--- src/design/bmv_pkg.sv ---
`timescale 1ns / 1ps
package bmv_pkg;
  localparam int unsigned MaxColsDefault = 8192;
  localparam int unsigned ColCountW = 14;
  localparam int unsigned RowCountW = 16;
  localparam int unsigned CfgIndexW = 1;
  localparam logic [CfgIndexW-1:0] RegColCount = 1'b0;
  localparam logic [CfgIndexW-1:0] RegRowCount = 1'b1;
  localparam logic OpLoad = 1'b0;
  localparam logic OpWeight = 1'b1;
  localparam logic [31:0] QuietNan = 32'h7FC00000;

  // exact bf16 x bf16 product rounded to fp32 (RNE, subnormals kept)
  typedef struct packed {
    logic        sign;
    logic        is_nan;
    logic        is_inf;
    logic        is_zero;
    logic signed [10:0] exp;  // unbiased-ish: value = man * 2^(exp-127-14)
    logic [15:0] man;         // 8x8 product, top at bit 15 or 14
  } prod_t;

  typedef struct packed {
    logic        valid;
    logic        last_col;
    logic        emit;
    logic [15:0] row;
    logic        last_row;
  } ctl_t;

  function automatic logic [31:0] fp_round_pack(input logic sign, input logic signed [11:0] e,
                                                input logic [27:0] m);
    // m: value = m * 2^(e-127-27), m normalized with bit 27 set or zero; bias aware
    logic [27:0] mm;
    logic signed [11:0] ee;
    logic [5:0] sh;
    logic [27:0] shifted;
    logic sticky;
    logic [24:0] r;
    logic [31:0] res;
    mm = m;
    ee = e;
    sticky = 1'b0;
    if (mm == 28'd0) begin
      res = {sign, 31'd0};
    end else begin
      if (ee < 12'sd1) begin
        sh = (12'sd1 - ee > 12'sd28) ? 6'd28 : 6'(12'sd1 - ee);
        shifted = mm >> sh;
        sticky = |(mm & ((28'd1 << sh) - 28'd1));
        mm = shifted;
        ee = 12'sd0;
      end
      // keep 24 bits + guard, round
      r = {1'b0, mm[27:4]};
      if (mm[3] && (mm[2] || mm[1] || mm[0] || sticky || mm[4])) r = r + 25'd1;
      if (r[24]) begin
        r = r >> 1;
        ee = ee + 12'sd1;
      end else if (ee == 12'sd0 && r[23]) begin
        ee = 12'sd1;
      end
      if (ee >= 12'sd255) res = {sign, 8'hFF, 23'd0};
      else res = {sign, ee[7:0], r[22:0]};
    end
    return res;
  endfunction
endpackage

--- src/design/bmv_mul.sv ---
`timescale 1ns / 1ps
module bmv_mul
  import bmv_pkg::*;
(
  input  logic        clk,
  input  logic [15:0] w,
  input  logic [15:0] x,
  output logic [31:0] prod
);
  logic [7:0] ma, mb;
  logic signed [11:0] ea, eb, es;
  logic [15:0] pm;
  logic [27:0] nm;
  logic [4:0] lz;
  logic sgn, nan_c, inf_c;
  logic [31:0] res;

  always_comb begin
    ma = {(w[14:7] != 8'd0), w[6:0]};
    mb = {(x[14:7] != 8'd0), x[6:0]};
    ea = (w[14:7] == 8'd0) ? 12'sd1 : 12'($unsigned(w[14:7]));
    eb = (x[14:7] == 8'd0) ? 12'sd1 : 12'($unsigned(x[14:7]));
    sgn = w[15] ^ x[15];
    pm = ma * mb;
    lz = 5'd0;
    for (int i = 15; i >= 0; i--) begin
      if (pm[i] && lz == 5'd0) lz = 5'(16 - i);
    end
    // product value = pm * 2^(ea+eb-254-14); place msb at bit 27
    nm = (lz == 5'd0) ? 28'd0 : ({pm, 12'd0} << (lz - 5'd1));
    es = ea + eb - 12'sd127 + 12'sd2 - 12'(lz);
    nan_c = (w[14:7] == 8'hFF && w[6:0] != 7'd0) || (x[14:7] == 8'hFF && x[6:0] != 7'd0) ||
            (w[14:7] == 8'hFF && x[14:0] == 15'd0) || (x[14:7] == 8'hFF && w[14:0] == 15'd0);
    inf_c = (w[14:7] == 8'hFF) || (x[14:7] == 8'hFF);
    if (nan_c) res = QuietNan;
    else if (inf_c) res = {sgn, 8'hFF, 23'd0};
    else res = fp_round_pack(sgn, es, nm);
  end

  always_ff @(posedge clk) prod <= res;
endmodule

--- config.mk ---
export PLATFORM = sky130hd
export DESIGN_NAME = bmv_mul
export DESIGN_NICKNAME = d
export VERILOG_FILES = /design/src/design/bmv_pkg.sv /design/src/design/bmv_mul.sv
export SDC_FILE = /design/constraint.sdc
export NUM_CORES = 1
export LEC_CHECK = 0
export BUFFER_PORTS_ARGS = -buffer_cell sky130_fd_sc_hd__buf_2
export CORE_MARGIN = 10
export CORE_UTILIZATION = 58
export CTS_CLUSTER_SIZE = 10
export DETAILED_ROUTE_END_ITERATION = 12
export PLACE_DENSITY = 0.8
export SYNTH_ARGS = -nofsm -noshare
export SYNTH_HDL_FRONTEND = slang
export SYNTH_SLANG_ARGS = --single-unit
--- constraint.sdc ---
create_clock -name clk -period 13 [get_ports clk]
set_clock_uncertainty 0.15 [all_clocks]
set_input_delay 1.3 -clock clk [delete_from_list [all_inputs] [get_ports clk]]
set_output_delay 1.3 -clock clk [all_outputs]
set_load 0.02 [all_outputs]
==> summary.md <==
| Metric | Value |
|---|---|
| # DRC | `0` |
| Peak Freq | `77.7 MHz` |
| Critical path endpoint category | `flip-flop` |
| Final core occ | `0.702` |
| GRT overflow | `0` |
| Maximum buffer depth of the clock tree | `2` |
| Commonest non-fill, non-tap cells in the layout | `buf_4, nand2_1, nor2_1, inv_1, a21oi_1` |
| Global-route wire length before repair | `57.7 mm` |
| Largest regs | `prod x32` |
| Post-detail-place hpwl | `between 20 and 30 mm` |
| Asr flop ratio synth | `0` |
| Mean Syn Cell Area | `a little over 7 um^2` |
| Final instance area | `10800 um^2` |
| Worst hold path type | `input port to flip-flop` |
| Initial cell density of the core | `0.599` |
| Worst EP required | `13.03 ns` |
| EDFF count, synth | `0` |
| Startpoint type of the worst setup path | `input port` |
| # Max-Cap Violations | `0` |
| Root Driver | `clkbuf_16` |
| Post-synthesis cell type count | `between 100 and 150` |
| Fin nets | `1545` |
| CTS tree | `done` |
| Initial antenna violation count | `0` |
| Max FFs per register | `32` |
| Drt pass-1 iters | `6` |
| Cell row count | `45` |
| DR iter-0 viols | `1590` |
| CTS hold repair buffers | `0` |
| # setup viols final | `0` |
| Layout cell share with drive strength beyond 1 | `0.209` |
| Final Cycle Share | `0.990` |
| Worst Tran Pin Value | `1.16 ns` |
| Most used cell, CP | `fa_1` |
| GPL Wtd Cong | `1.08` |
| Routed wire per std cell | `23.2 um` |
| Crit path max fanout | `21` |
| Syn nets | `1439` |
| Clock Pin Slew Worst Setup and Hold Paths | `0.05 ns` |
| Fin. Hold Viols | `0` |
| Post-DRT Antenna Nets | `0` |
| Most common cell after layout, fill and taps aside | `buf_4` |
| Routed vias | `~11000` |
| Crit path DAT | `12.90 ns` |
| Largest Register | `prod` |
| Most used DFF post-synth | `dfxtp_1` |
| Vias per cell | `7.09` |
| Critical setup path kind | `input port to flip-flop` |
| Seq/Total Area, Yosys | `0.0696` |
| GRT Overall Usage | `0.324` |
| Slowest stage cell, crit path | `fa_1` |
| Cells after synthesis | `1298` |
| # H-tree levels | `2` |
| Vias in the first global route | `about 11000` |
| Post-Syn Area | `9200 um^2` |
| Final Slew Violations | `0` |
| IO Port Bufs | `between 60 and 70` |
| Register area | `641 um^2` |
| YS warnings | `0` |
| Filler cell count | `1254` |
| Ant diodes | `0` |
| Clk sinks | `32` |
| Largest net degree at the start of global routing | `40` |
| Routed wire length | `37.4 mm` |
| Post-layout min period | `12.87 ns` |
| Number of synthesized register bits | `32` |
| CTS buffer count | `5` |
| Total die area | `21300 um^2` |
| Die Y | `146 um` |
| Max incr delay on CP | `0.56 ns` |
| Multi-input logic area | `just over 8000 um^2` |
| Placed cell areas | `10300 um^2` |
| Area delta synth->final | `17.3%` |
| Core Box Area | `15400 um^2` |
| I/O pins | `65` |
| Headroom to the max-slew limit | `0.217` |
| Outcome | `finished, final reports clean` |
| Die span in x | `between 100 and 150 um` |
-- cell type report --
| type | count | share of cell area |
|---|---|---|
| clock inverters | 1 | 0.00278 |
| well taps | 211 | 0.0245 |
| repair buffers | 182 | 0.114 |
| flip-flops and latches | 32 | 0.0594 |
| inverters | 96 | 0.0334 |
| clock buffers | 7 | 0.0141 |
| multi-input cells | 1087 | 0.751 |
-- per-layer routing --
metal  up-vias  global-route usage  wire length [um]
li1       5062                   -                 -
met1      5333               0.440             15100
met2       905               0.480             15900
met3       154               0.103              5200
met4         0              0.0915              1250
met5         -                   0                 0
-- final timing paths --
kind                  startpoint        to  slack, ns  cells after the start
worst min-delay path       w[15]  prod[31]       1.23                      3
worst max-delay path        x[7]  prod[12]       0.13                     44
-- through the flow --
stage / setup WS (ns) / std cells / setup TNS (ns) / hold slack [ns]
after floorplan: 0.198 / 1298 / 0 / 1.38
after global placement: -0.253 / 1604 / -0.925 / 1.48
after detailed placement: -0.336 / 1604 / -1.37 / 1.50
after CTS: 0.0220 / 1612 / 0 / 1.24
after global routing: -0.215 / 1616 / -1.45 / 1.25
final: 0.134 / 1616 / 0 / 1.23
-- critical path, delay by kind of cell --
kind,cells,cell delay (ns)
multiplexers,1,0.31
adder cells (fa/ha/maj),7,3.13
buffers and inverters,8,1.21
AO/OA/AOI/OAI,14,3.39
AND/OR/NAND/NOR,14,3.54
-- cells in the mapped netlist (23+ instances only) --
library cell | count | area (um^2)
nand2_1 | 113 | 424
nor2_1 | 104 | 390
inv_1 | 96 | 360
a21oi_1 | 74 | 370
ha_1 | 70 | 876
nand3_1 | 59 | 295
clkbuf_1 | 56 | 210
o21ai_0 | 55 | 275
and2_1 | 54 | 338
nor3_1 | 54 | 270
fa_1 | 38 | 761
dfxtp_1 | 32 | 641
a21o_1 | 25 | 188
a31oi_1 | 23 | 144
nor4_1 | 23 | 144
-- cells by family after synthesis --
logic type	count (synthesis)	synth area share
AO/OA/AOI/OAI	416	0.338
buffers and inverters	179	0.0777
flip-flops	32	0.0696
multiplexers	17	0.0204
adder cells (fa/ha/maj)	108	0.178
XOR/XNOR	32	0.0305
AND/OR/NAND/NOR	514	0.286
-- what timing repair did --
action                     in CTS  in global routing
pin swaps                       0                 10
cloned                          0                  0
buffers inserted                0                  4
gates resized for setup         1                 51
setup endpoints to repair       4                 16
Power is not shown: default switching activity piles up to over one toggle a cycle in this logic, so the estimate is an artifact.
